### config.mk
export PLATFORM = sky130hd
export DESIGN_NAME = srv_ctrl
export DESIGN_NICKNAME = d
export VERILOG_FILES = /design/src/design/srv_pkg.sv /design/src/design/srv_ctrl.sv
export SDC_FILE = /design/constraint.sdc
export NUM_CORES = 1
export LEC_CHECK = 0
export ABC_AREA = 1
export BUFFER_PORTS_ARGS = -buffer_cell sky130_fd_sc_hd__buf_2
export CAP_MARGIN = 20
export CORE_MARGIN = 8
export CORE_UTILIZATION = 50
export DETAILED_ROUTE_END_ITERATION = 7
export HOLD_SLACK_MARGIN = 0.15
export PLACE_DENSITY_LB_ADDON = 0.3
export SETUP_SLACK_MARGIN = 0.5
export SLEW_MARGIN = 30
export SYNTH_ARGS = -nofsm -noshare
export SYNTH_HDL_FRONTEND = slang
export SYNTH_SLANG_ARGS = --single-unit
### constraint.sdc
create_clock -name clk -period 2.4 [get_ports clk]
set_clock_uncertainty 0.1 [all_clocks]
set_input_delay 0 -clock clk [delete_from_list [all_inputs] [get_ports clk]]
set_output_delay 0 -clock clk [all_outputs]
set_load 0.02 [all_outputs]
### src/design/srv_pkg.sv
// Shared types, constants and helper functions for the Schroeder reverb.
package srv_pkg;

  localparam int SAMPLE_BITS    = 24;
  localparam int COEF_BITS      = 16;
  localparam int CFG_INDEX_BITS = 2;
  localparam int LEN_BITS       = 14;
  localparam int MUL_A_BITS     = SAMPLE_BITS + 1;
  localparam int MUL_B_BITS     = 18;
  localparam int ACC_BITS       = MUL_A_BITS + MUL_B_BITS + 1;

  // Register indexes of the configuration port
  typedef enum logic [CFG_INDEX_BITS-1:0] {
    REG_ROOM         = 2'd0,
    REG_DAMPING      = 2'd1,
    REG_WET          = 2'd2,
    REG_ALLPASS_GAIN = 2'd3
  } cfg_reg_t;

  localparam logic [COEF_BITS-1:0] ROOM_RST         = 16'd45875;
  localparam logic [COEF_BITS-1:0] DAMPING_RST      = 16'd19661;
  localparam logic [COEF_BITS-1:0] WET_RST          = 16'd13107;
  localparam logic [COEF_BITS-1:0] ALLPASS_GAIN_RST = 16'd32768;

  // Feedback is 0.6 + 0.36 * room size; wet path scale 0.4
  localparam logic [COEF_BITS-1:0] FB_BASE   = 16'd39322;
  localparam logic [COEF_BITS-1:0] FB_SPAN   = 16'd23593;
  localparam logic [COEF_BITS-1:0] WET_SCALE = 16'd26214;

  localparam logic signed [ACC_BITS-1:0] SAT_MAX = ACC_BITS'(2**(SAMPLE_BITS-1) - 1);
  localparam logic signed [ACC_BITS-1:0] SAT_MIN = -SAT_MAX - ACC_BITS'(1);
  localparam logic signed [ACC_BITS-1:0] RND_HALF = ACC_BITS'(32768);

  typedef struct packed {
    logic signed [SAMPLE_BITS-1:0] left_in;
    logic signed [SAMPLE_BITS-1:0] right_in;
  } in_t;

  typedef struct packed {
    logic signed [SAMPLE_BITS-1:0] left_out;
    logic signed [SAMPLE_BITS-1:0] right_out;
  } out_t;

  // Datapath operation for the current cycle
  typedef enum logic [4:0] {
    ST_NONE,
    ST_FB_MUL,
    ST_FB_LD,
    ST_C_RD,
    ST_C_M1,
    ST_C_M2,
    ST_C_LP,
    ST_C_M3,
    ST_C_WR,
    ST_SUM,
    ST_A_RD,
    ST_A_M,
    ST_A_WR,
    ST_W_M,
    ST_W_LD,
    ST_L_M1,
    ST_L_M2,
    ST_L_LD,
    ST_R_M1,
    ST_R_M2,
    ST_R_LD,
    ST_OUT
  } step_t;

  typedef struct packed {
    step_t step;
    logic  load;
  } dp_cmd_t;

  typedef struct packed {
    logic out_hold;
  } dp_status_t;

  // Comb delay lengths at 44.1 kHz
  function automatic logic [LEN_BITS-1:0] comb_len_lut(input logic [1:0] k);
    logic [LEN_BITS-1:0] n;
    case (k)
      2'd0:    n = 14'd1557;
      2'd1:    n = 14'd1617;
      2'd2:    n = 14'd1491;
      default: n = 14'd1422;
    endcase
    return n;
  endfunction

  // Allpass delay lengths at 44.1 kHz
  function automatic logic [LEN_BITS-1:0] ap_len_lut(input logic k);
    return k ? 14'd556 : 14'd225;
  endfunction

  // Round half up and drop 16 fraction bits
  function automatic logic signed [ACC_BITS-1:0] round16(input logic signed [ACC_BITS-1:0] x);
    return (x + RND_HALF) >>> 16;
  endfunction

  // Clamp to the sample range
  function automatic logic signed [SAMPLE_BITS-1:0] sat(input logic signed [ACC_BITS-1:0] v);
    logic signed [ACC_BITS-1:0] c;
    if (v > SAT_MAX) c = SAT_MAX;
    else if (v < SAT_MIN) c = SAT_MIN;
    else c = v;
    return c[SAMPLE_BITS-1:0];
  endfunction

endpackage

### src/design/srv_ctrl.sv
// Sequencer that steps the reverb datapath through one frame.
module srv_ctrl #(
  parameter int COMB_COUNT    = 4,
  parameter int ALLPASS_COUNT = 2,
  parameter int UNIT_BITS     = 2
) (
  input  logic                  clk,
  input  logic                  rst,
  input  logic                  in_valid,
  output logic                  busy,
  output srv_pkg::dp_cmd_t      cmd,
  output logic [UNIT_BITS-1:0]  unit,
  input  srv_pkg::dp_status_t   status
);
  import srv_pkg::*;

  typedef enum logic [4:0] {
    S_IDLE, S_FB_MUL, S_FB_LD,
    S_C_RD, S_C_M1, S_C_M2, S_C_LP, S_C_M3, S_C_WR,
    S_SUM, S_A_RD, S_A_M, S_A_WR,
    S_W_M, S_W_LD, S_L_M1, S_L_M2, S_L_LD, S_R_M1, S_R_M2, S_R_LD, S_OUT
  } state_t;

  localparam logic [UNIT_BITS-1:0] COMB_LAST = UNIT_BITS'(COMB_COUNT - 1);
  localparam logic [UNIT_BITS-1:0] AP_LAST   = UNIT_BITS'(ALLPASS_COUNT - 1);

  state_t               state, state_next;
  logic [UNIT_BITS-1:0] unit_next;
  step_t                step, step_next;

  assign busy     = (state != S_IDLE);
  assign cmd.step = step;
  assign cmd.load = in_valid && !busy;

  // Next state and unit index
  always_comb begin
    state_next = state;
    unit_next  = unit;
    case (state)
      S_IDLE:   if (in_valid) state_next = S_FB_MUL;
      S_FB_MUL: state_next = S_FB_LD;
      S_FB_LD:  begin state_next = S_C_RD; unit_next = '0; end
      S_C_RD:   state_next = S_C_M1;
      S_C_M1:   state_next = S_C_M2;
      S_C_M2:   state_next = S_C_LP;
      S_C_LP:   state_next = S_C_M3;
      S_C_M3:   state_next = S_C_WR;
      S_C_WR: begin
        if (unit == COMB_LAST) begin
          state_next = S_SUM;
          unit_next  = '0;
        end else begin
          state_next = S_C_RD;
          unit_next  = unit + 1'b1;
        end
      end
      S_SUM:    state_next = S_A_RD;
      S_A_RD:   state_next = S_A_M;
      S_A_M:    state_next = S_A_WR;
      S_A_WR: begin
        if (unit == AP_LAST) begin
          state_next = S_W_M;
          unit_next  = '0;
        end else begin
          state_next = S_A_RD;
          unit_next  = unit + 1'b1;
        end
      end
      S_W_M:    state_next = S_W_LD;
      S_W_LD:   state_next = S_L_M1;
      S_L_M1:   state_next = S_L_M2;
      S_L_M2:   state_next = S_L_LD;
      S_L_LD:   state_next = S_R_M1;
      S_R_M1:   state_next = S_R_M2;
      S_R_M2:   state_next = S_R_LD;
      S_R_LD:   state_next = S_OUT;
      S_OUT:    if (!status.out_hold) state_next = S_IDLE;
      default:  state_next = S_IDLE;
    endcase
  end

  // Datapath operation for the next state
  always_comb begin
    case (state_next)
      S_FB_MUL: step_next = ST_FB_MUL;
      S_FB_LD:  step_next = ST_FB_LD;
      S_C_RD:   step_next = ST_C_RD;
      S_C_M1:   step_next = ST_C_M1;
      S_C_M2:   step_next = ST_C_M2;
      S_C_LP:   step_next = ST_C_LP;
      S_C_M3:   step_next = ST_C_M3;
      S_C_WR:   step_next = ST_C_WR;
      S_SUM:    step_next = ST_SUM;
      S_A_RD:   step_next = ST_A_RD;
      S_A_M:    step_next = ST_A_M;
      S_A_WR:   step_next = ST_A_WR;
      S_W_M:    step_next = ST_W_M;
      S_W_LD:   step_next = ST_W_LD;
      S_L_M1:   step_next = ST_L_M1;
      S_L_M2:   step_next = ST_L_M2;
      S_L_LD:   step_next = ST_L_LD;
      S_R_M1:   step_next = ST_R_M1;
      S_R_M2:   step_next = ST_R_M2;
      S_R_LD:   step_next = ST_R_LD;
      S_OUT:    step_next = ST_OUT;
      default:  step_next = ST_NONE;
    endcase
  end

  // Hold state, unit index and registered command
  always_ff @(posedge clk) begin
    if (rst) begin
      state <= S_IDLE;
      unit  <= '0;
      step  <= ST_NONE;
    end else begin
      state <= state_next;
      unit  <= unit_next;
      step  <= step_next;
    end
  end

endmodule

After elaboration in Yosys (flattened, before gate mapping)
Memories as Yosys holds them, arrays and structs flattened. A register that Yosys moved wholly into a read port is not among the register bits.
Cells that the tools add are included.
{ "word_totals": {"rom_bits": 160, "memories": 1, "wordCells": 40, "input_bits": 4, "ff_bits": 7, "output_inout_bits": 9} }
{ "memory_table": {"columns": ["name", "words", "word_bits", "read_ports", "rd_clocked_by_memory_dff", "wr", "line_no", "rtl"], "rows": [
  ["(no name shown)", 32, 5, 1, 1, 0, "srv_ctrl.sv:84", "case (state_next)"]
]} }
{ "classes": {"n_eq_ne": 23, "n_mux": 8, "addsub": 1, "n_reduce_logical": 5} }
{ "ops": {"columns": ["op", "n"], "rows": [
  ["one-hot mux 5 bit (22 select lines)", 1],
  ["== test 5 x 4 -> 1 bit, second input constant", 8],
  ["== test 5 bit, second input constant", 6],
  ["== test 5 x 3 -> 1 bit, second input constant", 4],
  ["== test 5 x 2 -> 1 bit, second input constant", 2],
  ["two-way mux 5 bit", 2],
  ["one-hot mux 2 bit (3 select lines)", 1],
  ["== test 5 x 1 -> 1 bit, second input constant", 1],
  ["zero test 5 bit", 1],
  ["nonzero test 5 bit", 1],
  ["two-way mux 2 bit", 2],
  ["two-way mux 4 bit", 1],
  ["two-way mux 3 bit", 1],
  ["nonzero test 3 bit", 1],
  ["adder 2 x 1 -> 2 bit, second input constant", 1],
  ["== test 2 x 1 -> 1 bit, second input constant", 1],
  ["== test 2 bit, second input constant", 1],
  ["logical AND 1 bit", 1],
  ["zero test 1 bit", 1]
]} }

Longest topological paths before layout
{ "depth": {"depth_word": 3, "ltp_mapped": 9} }

Least setup slack after synthesis
No wires, ideal clock.
{ "synth_timing": {"path_type": "register to register", "start": "register unit[1]", "end": "register state[0]", "slack_ns": 1.043, "required_time_ns": 2.172, "arrival_time_ns": 1.130, "stages_incl_launch_ff": 9, "path_buffers": 0, "path_cell_list": "dfxtp_1 > inv_1 > ha_1 > inv_1 > nor2_1 > nor2_1 > nand2_1 > nor2_1 > nor2_1"} }
{ "synth_via": {"elab_chain_cells": 3} }
{ "synth_rtl": {"columns": ["item", "line_no", "rtl"], "rows": [
  ["from (decl)", "srv_ctrl.sv:12", "output logic [UNIT_BITS-1:0] unit,"],
  ["from (signal assigned)", "srv_ctrl.sv:118", "unit <= unit_next;"],
  ["== test 2 x 1 -> 1 bit", "srv_ctrl.sv:61", "if (unit == AP_LAST) begin"],
  ["two-way mux 3 bit", "srv_ctrl.sv:61", null],
  ["one-hot mux 5 bit (22 select lines)", "srv_ctrl.sv:39", "case (state)"],
  ["to (signal assigned)", "srv_ctrl.sv:117", "state <= state_next;"],
  ["to (decl)", "srv_ctrl.sv:27", "state_t state, state_next;"]
]} }
Every way passes these cells.
A chain may end at the register's enable or synchronous reset.

==> results_dict.tcl <==
set metrics [dict create \
    regToRegSetupSlack_ns 0.99 \
    fin_crit_sh_pct 60.7 \
    min_period_ns 1.46 \
    gp_congestion 0.978 \
    max-slew-margin-rel_pct 78.9 \
    post-cts-setup-buffers 0 \
    start_util_pct 54.4 \
    finalSetupViolCount 0 \
    clkSinkCount 12 \
    rows 13 \
    dp_hpwl_um 1260 \
    fmax_ghz 0.686 \
    die_area_sq_um 2900 \
    startpoint_type "flip-flop" \
    dr.first_iter.drc_count 29 \
    htreeDepth 1 \
    hold_viol 0 \
    numCtsBuffers 3 \
    core_region_area_sq_um 1320 \
    critPathMaxStageDelay_ns 0.38 \
    cts_tree "done" \
    first_global_vias 665 \
    cp_slowest_cell "dfxtp_1" \
    n_antenna_cell 0 \
    crit_chain "nor2_4 > nand2_1 > nor2_1 > nand2_1 > inv_1 > buf_2" \
    antenna_found_initial 0 \
    area.growth.synth_to_final_pct 17.1 \
    ys_ff_latch 12 \
    syn_nets 120 \
    crit_family "simple AND/OR/NAND/NOR gates" \
    dr_total_vias 754 \
    rsz0062_at_grt "false" \
    grt_max_degree 11 \
    ys_top_cells_by_area "dfxtp_1 (34%), nand2_1 (14%), nor2_1 (12%), nand3_1 (8.4%), inv_1 (6.3%)" \
    grt-ovfl-total 0 \
    drive_gt1_share_pct 22.5 \
    cp-endpoint "cmd[0]" \
    clk_pin_slew_worst_paths_ns 0.07 \
    powerDensity_nw_per_um2 565 \
    portBuffers 12 \
    synthesis.area_sq_um 717 \
    ioPinCount 13 \
    cp-end-kind "output pin" \
    status "finished clean" \
    hp-start "unit[0]" \
    grt_pass1_wl_um 2750 \
    cp.required_ns 2.30 \
    synth_warnings 0 \
    cp_num_cells 6 \
    tightest_slew_ns 0.314 \
    maxCapViolCount 0 \
    clockBufferDepth 2 \
    fin_area_sq_um 840 \
    dpl-instance-area_sq_um 787 \
    hold_ws_ns 0.449 \
    cts_root_buf "clkbuf_4" \
    reg2reg_to "step[0]" \
    yosysTopAreaCell "dfxtp_1" \
    startpoint "state[0]" \
    hold_path.class "reg2reg" \
    wl_per_cell_um 11.0 \
    fin_nets 138 \
    syn_inst 113 \
    avgViaCountPerCell 5.24 \
    synth_top_area_share_pct 33.5 \
    cp_max_fo 6 \
    die_y_um 53.9 \
    crit_top_cell "nand2_1" \
    worstSkewPairLatency_ns 0.26 \
    power_uw 474 \
    irDropWorstVdd_mv 0.366 \
    finish.utilization_pct 63.7 \
    critPathArrivalTime_ns 1.36 \
    worst_r2r_path_depth 7 \
    remaining_drc_errors 0 \
    hold_buffers 3 \
    setup_tns_ns 0 \
    maxSlewViolCount 0 \
    yosysSeqAreaShare_pct 33.5 \
    drt_wl_total_um 1580 \
    syn_area_per_cell_sq_um 6.34 \
    p_leak_uw 0.000446 \
    path_class "reg2out" \
    grtUsageTotal_pct 12.4 \
    critPathBufInv 2 \
    ant_nets 0 \
    die_x_um 53.9 \
    ys_types 19 \
    cts_resized 0 \
    drtPass1Iterations 5 \
    reg2reg_from "state[4]" \
]
[tightest hold or removal path: stages (launching register included)]
cell,delay (ns)
dfxtp_1,0.34
nor2_1,0.11
nor2_1,0.05
[logic make-up after synthesis]
group                    Yosys count  share of synthesized area (%)
flip-flops                        12                           33.5
adder cells (fa/ha/maj)            3                           5.24
buffers and inverters             20                           10.6
AO/OA/AOI/OAI                      7                           5.23
AND/OR/NAND/NOR                   71                           45.4
[area by class of cell]
type                    count  area (sq um)
fillers                   121           478
flip-flops and latches     12           240
inverters                  18          67.6
repair buffers             15          90.1
clock buffers               3          22.5
multi-input cells          81           400
well taps                  15          18.8
[through the flow]
| stage | setup WS [ns] | std cells |
|---|---|---|
| after CTS | 0.934 | 144 |
| final | 0.943 | 144 |
| after floorplan | 1.04 | 113 |
| after global placement | 1.05 | 138 |
| after global routing | 0.804 | 144 |
| after detailed placement | 1.01 | 138 |
[flip-flops by register name (all words and copies together), names as in the netlist]
name   count
unit       2
state      5
step       5
[worst min path at each step]
stage | to | cells past startpoint
5_1_grt | step[3] | 3
4_1_cts | step[3] | 3
3_5_place_dp | state[3] | 2
2_1_floorplan | cmd[0] | 2
3_3_place_gp | state[3] | 2
6_report | unit[0] | 2
[cell usage in the layout, fill, tap and decap left out, drive strengths merged]
| master | n |
|---|---|
| dlygate4sd3 | 3 |
| buf | 12 |
| o21ai | 3 |
| ha | 3 |
| a21oi | 3 |
| nand2 | 26 |
| o21bai | 1 |
| nand4 | 1 |
| inv | 18 |
| dfxtp | 12 |
| nand3 | 14 |
| nor2 | 27 |
| nand3b | 1 |
| clkbuf | 3 |
| nor3 | 2 |
[metal layers]
metal | vias to the layer above | wire length, um | track usage, %
li1 | 388 | - | -
met1 | 334 | 702 | 15.5
met2 | 28 | 696 | 18.7
met3 | 4 | 148 | 3.58
met4 | 0 | 30 | 6.30
met5 | - | 0 | 0
[power by group]
part / switching, uW / internal [uW]
clock network: 57.3 / 57.8
registers: 14.7 / 213
logic: 87.4 / 43.7
[synth_stat cells]
| cell | n |
|---|---|
| ha_1 | 3 |
| nand2_1 | 26 |
| nand3_1 | 12 |
| inv_2 | 6 |
| nand4_1 | 1 |
| inv_1 | 12 |
| nand3b_1 | 1 |
| a21oi_1 | 3 |
| nor3_2 | 1 |
| nor2_2 | 4 |
| nor2_1 | 22 |
| nand3_2 | 2 |
| o21bai_1 | 1 |
| dfxtp_1 | 12 |
| nor3_1 | 1 |
| buf_2 | 1 |
| o21ai_1 | 3 |
| nor2_4 | 1 |
| buf_1 | 1 |
Note: power is estimated with default switching activity, not from simulation.
